--- src/hdl/sha256_pkg.sv ---
package sha256_pkg;

  localparam int unsigned WordW = 32;
  localparam int unsigned NumH = 8;
  localparam int unsigned NumW = 16;
  localparam int unsigned NumRounds = 64;

  localparam logic [7:0] PadByte = 8'h80;

  localparam logic [0:0] ActAbsorb = 1'b0;
  localparam logic [0:0] ActFinal = 1'b1;

  typedef logic [WordW-1:0] word_t;

  // Commands from the controller to the datapath.
  typedef struct packed {
    logic     put_byte;   // write a byte into the block buffer
    logic     put_pad;    // write the pad byte and clear the rest of the block
    logic     put_len;    // write the length into words 14 and 15
    logic     clr_block;  // clear all sixteen words
    logic     start_comp; // load working variables, begin rounds
    logic     round;      // run one round
    logic     add_hash;   // fold working variables into hash words
    logic     reset_msg;  // restore initial hash, length and count
    logic     shift_out;  // rotate hash words to present next digest word
  } sha_cmd_t;

  // Status from the datapath.
  typedef struct packed {
    logic [5:0] bytes_in_block;
    logic       last_round;
  } sha_stat_t;

  function automatic word_t rotr(input word_t x, input int unsigned n);
    rotr = (x >> n) | (x << (WordW - n));
  endfunction

  function automatic word_t round_k(input logic [5:0] i);
    case (i)
      6'd0: round_k = 32'h428a2f98;  6'd1: round_k = 32'h71374491;
      6'd2: round_k = 32'hb5c0fbcf;  6'd3: round_k = 32'he9b5dba5;
      6'd4: round_k = 32'h3956c25b;  6'd5: round_k = 32'h59f111f1;
      6'd6: round_k = 32'h923f82a4;  6'd7: round_k = 32'hab1c5ed5;
      6'd8: round_k = 32'hd807aa98;  6'd9: round_k = 32'h12835b01;
      6'd10: round_k = 32'h243185be; 6'd11: round_k = 32'h550c7dc3;
      6'd12: round_k = 32'h72be5d74; 6'd13: round_k = 32'h80deb1fe;
      6'd14: round_k = 32'h9bdc06a7; 6'd15: round_k = 32'hc19bf174;
      6'd16: round_k = 32'he49b69c1; 6'd17: round_k = 32'hefbe4786;
      6'd18: round_k = 32'h0fc19dc6; 6'd19: round_k = 32'h240ca1cc;
      6'd20: round_k = 32'h2de92c6f; 6'd21: round_k = 32'h4a7484aa;
      6'd22: round_k = 32'h5cb0a9dc; 6'd23: round_k = 32'h76f988da;
      6'd24: round_k = 32'h983e5152; 6'd25: round_k = 32'ha831c66d;
      6'd26: round_k = 32'hb00327c8; 6'd27: round_k = 32'hbf597fc7;
      6'd28: round_k = 32'hc6e00bf3; 6'd29: round_k = 32'hd5a79147;
      6'd30: round_k = 32'h06ca6351; 6'd31: round_k = 32'h14292967;
      6'd32: round_k = 32'h27b70a85; 6'd33: round_k = 32'h2e1b2138;
      6'd34: round_k = 32'h4d2c6dfc; 6'd35: round_k = 32'h53380d13;
      6'd36: round_k = 32'h650a7354; 6'd37: round_k = 32'h766a0abb;
      6'd38: round_k = 32'h81c2c92e; 6'd39: round_k = 32'h92722c85;
      6'd40: round_k = 32'ha2bfe8a1; 6'd41: round_k = 32'ha81a664b;
      6'd42: round_k = 32'hc24b8b70; 6'd43: round_k = 32'hc76c51a3;
      6'd44: round_k = 32'hd192e819; 6'd45: round_k = 32'hd6990624;
      6'd46: round_k = 32'hf40e3585; 6'd47: round_k = 32'h106aa070;
      6'd48: round_k = 32'h19a4c116; 6'd49: round_k = 32'h1e376c08;
      6'd50: round_k = 32'h2748774c; 6'd51: round_k = 32'h34b0bcb5;
      6'd52: round_k = 32'h391c0cb3; 6'd53: round_k = 32'h4ed8aa4a;
      6'd54: round_k = 32'h5b9cca4f; 6'd55: round_k = 32'h682e6ff3;
      6'd56: round_k = 32'h748f82ee; 6'd57: round_k = 32'h78a5636f;
      6'd58: round_k = 32'h84c87814; 6'd59: round_k = 32'h8cc70208;
      6'd60: round_k = 32'h90befffa; 6'd61: round_k = 32'ha4506ceb;
      6'd62: round_k = 32'hbef9a3f7; 6'd63: round_k = 32'hc67178f2;
      default: round_k = 32'h0;
    endcase
  endfunction

  function automatic word_t init_h(input logic [2:0] i);
    case (i)
      3'd0: init_h = 32'h6a09e667;
      3'd1: init_h = 32'hbb67ae85;
      3'd2: init_h = 32'h3c6ef372;
      3'd3: init_h = 32'ha54ff53a;
      3'd4: init_h = 32'h510e527f;
      3'd5: init_h = 32'h9b05688c;
      3'd6: init_h = 32'h1f83d9ab;
      3'd7: init_h = 32'h5be0cd19;
      default: init_h = 32'h0;
    endcase
  endfunction

endpackage

--- src/hdl/sha256_byte_stream_hash.sv ---
// SHA-256 engine fed one message byte per request. An absorb request
// (action 0) packs its byte big-endian into a 64-byte block; the request
// that completes a block also starts the compression, which runs one
// round per cycle for all 64 rounds and then adds into the hash words;
// in_stall holds off new requests until it is done. A finalize request
// (action 1) appends standard padding and the 64-bit bit length,
// compresses once (or twice when 56 or more bytes of the last block
// were held), and then offers the eight digest words on the result
// channel, word 0 first, with last_word on word 7. The round loop is the
// single shared compression unit, and the block buffer doubles as the
// sliding message-schedule window. After the eighth word is taken the
// engine is back at its initial values and ready for a new message.
module sha256_byte_stream_hash (
  input  logic        clk,
  input  logic        rst_n,
  input  logic        in_valid,
  output logic        in_stall,
  input  logic        in_action,
  input  logic [7:0]  in_data_byte,
  output logic        out_valid,
  input  logic        out_stall,
  output logic [31:0] out_digest_word,
  output logic [2:0]  out_word_index,
  output logic        out_last_word
);
  import sha256_pkg::*;

  sha_cmd_t  cmd;
  sha_stat_t stat;

  sha256_ctrl u_ctrl (
    .clk            (clk),
    .rst_n          (rst_n),
    .in_valid       (in_valid),
    .in_action      (in_action),
    .in_stall       (in_stall),
    .out_valid      (out_valid),
    .out_stall      (out_stall),
    .out_word_index (out_word_index),
    .out_last_word  (out_last_word),
    .stat           (stat),
    .cmd            (cmd)
  );

  sha256_dp u_dp (
    .clk       (clk),
    .rst_n     (rst_n),
    .cmd       (cmd),
    .byte_in   (in_data_byte),
    .stat      (stat),
    .head_word (out_digest_word)
  );

endmodule

--- src/hdl/sha256_dp.sv ---
module sha256_dp (
  input  logic                  clk,
  input  logic                  rst_n,
  input  sha256_pkg::sha_cmd_t  cmd,
  input  logic [7:0]            byte_in,
  output sha256_pkg::sha_stat_t stat,
  output sha256_pkg::word_t     head_word
);
  import sha256_pkg::*;

  word_t       hash_r [NumH];
  word_t       hash_nxt [NumH];
  word_t       blk_r [NumW];
  word_t       blk_nxt [NumW];
  word_t       var_r [NumH];
  word_t       var_nxt [NumH];
  logic [5:0]  cnt_r, cnt_nxt;
  logic [63:0] bits_r, bits_nxt;
  logic [5:0]  rnd_r, rnd_nxt;

  word_t s0, s1, w_new, t1, t2, e, a;
  logic [3:0] wi;
  logic [1:0] bi;

  assign wi = cnt_r[5:2];
  assign bi = cnt_r[1:0];
  assign e  = var_r[4];
  assign a  = var_r[0];
  // The block buffer acts as a 16-word schedule window: word 0 is w[t].
  assign s0 = rotr(blk_r[1], 7) ^ rotr(blk_r[1], 18) ^ (blk_r[1] >> 3);
  assign s1 = rotr(blk_r[14], 17) ^ rotr(blk_r[14], 19) ^ (blk_r[14] >> 10);
  assign w_new = s1 + blk_r[9] + s0 + blk_r[0];
  assign t1 = var_r[7] + (rotr(e, 6) ^ rotr(e, 11) ^ rotr(e, 25))
            + ((e & var_r[5]) ^ (~e & var_r[6])) + round_k(rnd_r) + blk_r[0];
  assign t2 = (rotr(a, 2) ^ rotr(a, 13) ^ rotr(a, 22))
            + ((a & var_r[1]) ^ (a & var_r[2]) ^ (var_r[1] & var_r[2]));

  assign stat.bytes_in_block = cnt_r;
  assign stat.last_round = (rnd_r == 6'(NumRounds - 1));
  assign head_word = hash_r[0];

  always_comb begin
    word_t  wv;
    logic [7:0] bv;
    hash_nxt = hash_r;
    blk_nxt  = blk_r;
    var_nxt  = var_r;
    cnt_nxt  = cnt_r;
    bits_nxt = bits_r;
    rnd_nxt  = rnd_r;
    bv = cmd.put_pad ? PadByte : byte_in;
    if (cmd.put_byte || cmd.put_pad) begin
      wv = (bi == 2'd0) ? '0 : blk_r[wi];
      case (bi)
        2'd0: wv[31:24] = bv;
        2'd1: wv[23:16] = bv;
        2'd2: wv[15:8]  = bv;
        default: wv[7:0] = bv;
      endcase
      blk_nxt[wi] = wv;
    end
    if (cmd.put_byte) begin
      cnt_nxt  = cnt_r + 6'd1;
      bits_nxt = bits_r + 64'd8;
    end
    if (cmd.put_pad) begin
      for (int k = 0; k < NumW; k++) begin
        if (4'(k) > wi) blk_nxt[k] = '0;
      end
    end
    if (cmd.clr_block) begin
      for (int k = 0; k < NumW; k++) blk_nxt[k] = '0;
    end
    if (cmd.put_len) begin
      blk_nxt[14] = bits_r[63:32];
      blk_nxt[15] = bits_r[31:0];
    end
    if (cmd.start_comp) begin
      var_nxt = hash_r;
      rnd_nxt = '0;
    end
    if (cmd.round) begin
      for (int k = 0; k < NumW - 1; k++) blk_nxt[k] = blk_r[k+1];
      blk_nxt[NumW-1] = w_new;
      var_nxt[7] = var_r[6];
      var_nxt[6] = var_r[5];
      var_nxt[5] = var_r[4];
      var_nxt[4] = var_r[3] + t1;
      var_nxt[3] = var_r[2];
      var_nxt[2] = var_r[1];
      var_nxt[1] = var_r[0];
      var_nxt[0] = t1 + t2;
      rnd_nxt = rnd_r + 6'd1;
    end
    if (cmd.add_hash) begin
      for (int k = 0; k < NumH; k++) hash_nxt[k] = hash_r[k] + var_r[k];
    end
    if (cmd.shift_out) begin
      for (int k = 0; k < NumH - 1; k++) hash_nxt[k] = hash_r[k+1];
      hash_nxt[NumH-1] = hash_r[0];
    end
    if (cmd.reset_msg) begin
      for (int k = 0; k < NumH; k++) hash_nxt[k] = init_h(3'(k));
      cnt_nxt  = '0;
      bits_nxt = '0;
    end
  end

  always_ff @(posedge clk) begin
    blk_r <= blk_nxt;
    var_r <= var_nxt;
    rnd_r <= rnd_nxt;
    if (!rst_n) begin
      for (int k = 0; k < NumH; k++) hash_r[k] <= init_h(3'(k));
      cnt_r  <= '0;
      bits_r <= '0;
    end else begin
      hash_r <= hash_nxt;
      cnt_r  <= cnt_nxt;
      bits_r <= bits_nxt;
    end
  end

endmodule

--- src/hdl/sha256_ctrl.sv ---
module sha256_ctrl (
  input  logic                  clk,
  input  logic                  rst_n,
  input  logic                  in_valid,
  input  logic                  in_action,
  output logic                  in_stall,
  output logic                  out_valid,
  input  logic                  out_stall,
  output logic [2:0]            out_word_index,
  output logic                  out_last_word,
  input  sha256_pkg::sha_stat_t stat,
  output sha256_pkg::sha_cmd_t  cmd
);
  import sha256_pkg::*;

  typedef enum logic [2:0] {
    S_IDLE,
    S_ROUND,
    S_ADD,
    S_LEN,
    S_EMIT
  } state_t;

  state_t     state_r;
  logic       final_r;   // the running compression belongs to a finalize
  logic       spill_r;   // a length-only block still follows
  logic [2:0] idx_r;
  logic       acc;

  assign in_stall = (state_r != S_IDLE);
  assign acc = in_valid && !in_stall;
  assign out_valid = (state_r == S_EMIT);
  assign out_word_index = idx_r;
  assign out_last_word = (idx_r == 3'd7);

  always_comb begin
    cmd = '0;
    case (state_r)
      S_IDLE: begin
        if (acc) begin
          if (in_action == ActAbsorb) begin
            cmd.put_byte = 1'b1;
            cmd.start_comp = (stat.bytes_in_block == 6'd63);
          end else begin
            cmd.put_pad = 1'b1;
            cmd.start_comp = 1'b1;
            cmd.put_len = (stat.bytes_in_block < 6'd56);
          end
        end
      end
      S_ROUND: cmd.round = 1'b1;
      S_ADD:   cmd.add_hash = 1'b1;
      S_LEN: begin
        cmd.clr_block = 1'b1;
        cmd.put_len = 1'b1;
        cmd.start_comp = 1'b1;
      end
      S_EMIT: begin
        if (!out_stall) begin
          cmd.shift_out = 1'b1;
          cmd.reset_msg = (idx_r == 3'd7);
        end
      end
      default: cmd = '0;
    endcase
  end

  always_ff @(posedge clk) begin
    if (!rst_n) begin
      state_r <= S_IDLE;
      final_r <= 1'b0;
      spill_r <= 1'b0;
      idx_r   <= '0;
    end else begin
      case (state_r)
        S_IDLE: begin
          if (acc) begin
            if (in_action == ActAbsorb) begin
              final_r <= 1'b0;
              spill_r <= 1'b0;
              if (stat.bytes_in_block == 6'd63) state_r <= S_ROUND;
            end else begin
              final_r <= 1'b1;
              spill_r <= (stat.bytes_in_block >= 6'd56);
              state_r <= S_ROUND;
            end
          end
        end
        S_ROUND: if (stat.last_round) state_r <= S_ADD;
        S_ADD: begin
          if (!final_r) begin
            state_r <= S_IDLE;
          end else if (spill_r) begin
            spill_r <= 1'b0;
            state_r <= S_LEN;
          end else begin
            idx_r   <= '0;
            state_r <= S_EMIT;
          end
        end
        // The length-only block is loaded here, after the S_ADD write.
        S_LEN: state_r <= S_ROUND;
        S_EMIT: begin
          if (!out_stall) begin
            idx_r <= idx_r + 3'd1;
            if (idx_r == 3'd7) state_r <= S_IDLE;
          end
        end
        default: state_r <= S_IDLE;
      endcase
    end
  end

endmodule

--- config.mk ---
export PLATFORM = sky130hd
export DESIGN_NAME = sha256_byte_stream_hash
export DESIGN_NICKNAME = d
export VERILOG_FILES = /design/src/hdl/sha256_pkg.sv /design/src/hdl/sha256_byte_stream_hash.sv /design/src/hdl/sha256_dp.sv /design/src/hdl/sha256_ctrl.sv
export SDC_FILE = /design/constraint.sdc
export NUM_CORES = 2
export LEC_CHECK = 0
export BUFFER_PORTS_ARGS = -buffer_cell sky130_fd_sc_hd__buf_2
export CAP_MARGIN = 10
export CELL_PAD_IN_SITES_DETAIL_PLACEMENT = 0
export CELL_PAD_IN_SITES_GLOBAL_PLACEMENT = 1
export CORE_UTILIZATION = 55
export CTS_BUF_LIST = sky130_fd_sc_hd__clkbuf_8
export DETAILED_ROUTE_END_ITERATION = 8
export GPL_TIMING_DRIVEN = 0
export PLACE_DENSITY = 0.95
export SKIP_LAST_GASP = 1
export SLEW_MARGIN = 30
export SYNTH_ARGS = -nofsm -noshare
export SYNTH_HDL_FRONTEND = slang
export SYNTH_SLANG_ARGS = --single-unit
--- constraint.sdc ---
create_clock -name clk -period 20.1 [get_ports clk]
set_clock_uncertainty 0.2 [all_clocks]
set_input_delay 6.03 -clock clk [delete_from_list [all_inputs] [get_ports clk]]
set_output_delay 6.03 -clock clk [all_outputs]
set_load 0.05 [all_outputs]
==> flow_metrics.py <==
metrics = {
    "run_status": {
        "outcome": "complete, but fails checks",
        "violations": "DRC",
    },
    "logic_synthesis": {
        "synth-main-ff-cell": "dfxtp_1",
        "syn_area_per_cell_sq_um": 8.23,
        "synthArstFlopShare_pct": 0,
        "synth_area_sq_um": 77800,
        "synthTopCellsByArea": "dfxtp_1 23%, edfxtp_1 10%, nand2_1 7.3%",
        "syn_inst": 9448,
        "synth_enable_flop_cells": 262,
        "synth.yosys.warnings": 0,
        "synth_nets": 10100,
        "ys_ff_latch": 1137,
        "synth_cell_types": 88,
        "synth_seq_area_share_pct": 32.6,
        "synth_top_area_share_pct": 22.5,
        "synth_top_area_cell": "dfxtp_1",
    },
    "clocking": {
        "cts_root_buf": "clkbuf_8",
        "clk_latency_ns": 1.04,
        "h-tree-depth": 4,
        "tritoncts": "built",
        "post_cts_buffers": 0,
        "cts.clk_slew.worst_paths_ns": 0.06,
        "cts.sinks": 1137,
        "ctsHoldBuffers": 0,
        "numCtsBuffers": 201,
        "cts_resized": 0,
        "max-clock-path-buffers": 3,
    },
    "die": {
        "start_util_pct": 55.6,
        "die_area_sq_um": 143000,
        "num_rows": 137,
        "die_w_microns": 378,
        "die_h_microns": 378,
        "core_area_sq_um": 140000,
        "ios": 51,
    },
    "setup_path": {
        "required_ns": 20.72,
        "startpoint": "in_action",
        "worstPathArrival_ns": 11.01,
        "worst-path-max-fanout": 14,
        "critical_path_class": "input port to flip-flop",
        "r2r_cells": 32,
        "start_kind": "input port",
        "rr_startpoint": "u_dp.e[20]",
        "endpoint_kind": "flip-flop",
    },
    "global_routing": {
        "grt_pass1_vias": 74600,
        "antenna_found_initial": 33,
        "grt_pass1_wl_microns": 535000,
        "grt_max_degree": 80,
        "grt_usage_pct": 52.4,
        "grt_overflow": 0,
    },
    "timing": {
        "setup_viol": 0,
        "rsz0062_at_grt": "false",
        "max_freq_mhz": 96.3,
        "post-route-period-util_pct": 51.7,
        "slew_viol_final": 0,
        "maxSlewHeadroom_pct": 19.1,
        "hold_violations": 0,
        "worstMarginPinSlew_ns": 1.21,
        "fin_crit_ns": 10.39,
        "finalSetupTns_ns": 0,
    },
    "finish": {
        "fillers": 12600,
        "drive_above_1_share_pct": 7.36,
        "nets": 10300,
        "synthToLayoutAreaGrowth_pct": 9.80,
    },
    "place": {
        "io_buffers": 48,
        "dp_hpwl_microns": 296000,
        "place_congestion": 1.14,
    },
    "route": {
        "drc_errors": 3,
        "wl_microns": 384000,
        "vias": 80800,
        "drt_iter0_markers": 12800,
        "drt_first_pass_iters": 9,
        "avgViaCountPerCell": 6.85,
        "antenna_left": 0,
        "wl_per_cell_microns": 32.6,
    },
    "min_path": {
        "hp-start": "u_dp.blk_r[447]",
        "holdPathStages": 2,
        "hold_class": "flip-flop to flip-flop",
    },
    "job": {
        "max_cap_violations": 0,
    },
}
[kinds of logic (layout without fill, tap and decap cells)]
group / Yosys count / count (layout) / share of synthesized area, %
AOI/OAI and AO/OA: 2902 / 2902 / 22.4
xor gates and xnor gates: 617 / 617 / 6.95
adders and majority gates: 613 / 613 / 11.7
buffers and inverters: 1065 / 1511 / 5.33
DFF: 1137 / 1137 / 32.6
muxes: 217 / 217 / 5.37
other: 0 / 23 / 0
and+or+nand+nor: 2897 / 2897 / 15.7
[through the flow]
step                      worst slack, ns  instance area (sq um)  instances  hold slack [ns]  utilization (%)
after floorplan                      7.47                  77800       9448            0.242                -
after global placement               3.46                  80400      11400            0.251             57.5
after detailed placement             8.67                  81000      11400            0.263             57.9
after CTS                            9.70                  85300      11800            0.258             61.0
after global routing                 9.57                  85400      11800            0.289             61.0
final                                9.71                  85400      11800            0.258             61.1
[critical path, cell delays in order]
cell      delay [ns]
clkbuf_2        0.42
inv_1           0.14
nand2_1         0.13
a21oi_2         0.25
a21oi_1         0.30
clkbuf_1        0.43
buf_1           0.66
buf_1           0.82
ha_1            0.30
clkbuf_1        0.54
o21ai_0         0.30
a222oi_1        0.66
[Yosys cell counts, types with 12 or more instances]
cell	instances
a22oi_1	129
a221o_1	16
nand2_1	1518
a211o_1	14
inv_1	345
a41oi_1	12
buf_4	34
and2_1	28
nand3b_1	13
a31o_2	12
xor2_1	225
o31ai_1	33
nand2b_1	64
nor2_1	835
nand4_1	40
o21bai_1	48
clkbuf_1	627
a21oi_1	1003
a211oi_1	86
maj3_1	22
dfxtp_1	875
a21o_1	169
fa_1	195
edfxtp_1	262
mux4_2	160
and3_1	54
o21a_1	50
o211ai_1	46
xnor2_1	392
and4_1	17
o22ai_1	35
a21boi_0	20
nor3b_1	19
or3_1	29
a221oi_1	161
o21ai_0	894
nand3_1	111
buf_1	48
nor2b_1	67
ha_1	396
a31oi_1	56
mux2i_1	53
nor3_1	56
o311ai_0	23
[final cells by class]
cell class                      instances  area, sq um  area share [%]
Clock inverter                        124          912            1.07
Tap cell                             1876         2350            2.75
Multi-Input combinational cell       7246        48500            56.8
Timing Repair Buffer                   73          556           0.650
Inverter                              345         1300            1.52
Antenna cell                           23         57.6          0.0674
Clock buffer                          249         3430            4.01
Buffer                                720         2930            3.43
Sequential cell                      1137        25400            29.7
[layer usage]
layer | track usage, % | routed length [microns]
met5 | 0 | 247
met2 | 74.0 | 153000
met4 | 47.2 | 43300
met3 | 20.9 | 58600
met1 | 60.7 | 129000
[cells in the final DEF, fill, tap and decap left out, types with 32 or more instances in the layout]
master / instances
nand4_1: 40
clkbuf_2: 62
o21bai_1: 48
nor2b_1: 67
buf_4: 38
inv_1: 408
o211ai_1: 46
clkbuf_8: 249
a31oi_1: 54
a21oi_1: 1000
a21o_1: 169
clkbuf_1: 576
o21ai_0: 892
nand3_1: 111
a22oi_1: 129
a221oi_1: 161
fa_1: 195
nor3_1: 55
a211oi_1: 86
buf_1: 32
o22ai_1: 35
mux4_2: 160
dfxtp_1: 875
edfxtp_1: 262
buf_2: 67
ha_1: 396
o31ai_1: 32
xnor2_1: 379
nand2_1: 1518
nand2b_1: 64
o21a_1: 50
and3_1: 54
mux2i_1: 51
nor2_1: 833
xor2_1: 217
[state kept, by name, summed over array words and instances (netlist names), named ones only]
signal,flops
u_dp.blk_r,512
u_dp.bits_r,61
u_dp.rnd_r,6
u_dp.cnt_r,6
u_ctrl.final_r,1
u_dp.a,32
u_dp.e,32
u_ctrl.out_word_index,3
u_ctrl.state_r,3
u_dp.head_word,32
u_dp.var_r,192
u_dp.hash_r,224
u_ctrl.spill_r,1
[final timing paths]
check | endpoint | slack, ns
worst max-delay path | flip-flop | 9.71
worst min-delay path | u_dp.blk_r[479] | 0.26
worst max register to register | u_dp.a[30] | 9.76
worst min register to register | u_dp.blk_r[479] | 0.26
Power is left out: the tool's default activity adds up to more than one toggle a clock period on the data nets, which glitch-free logic cannot reach.
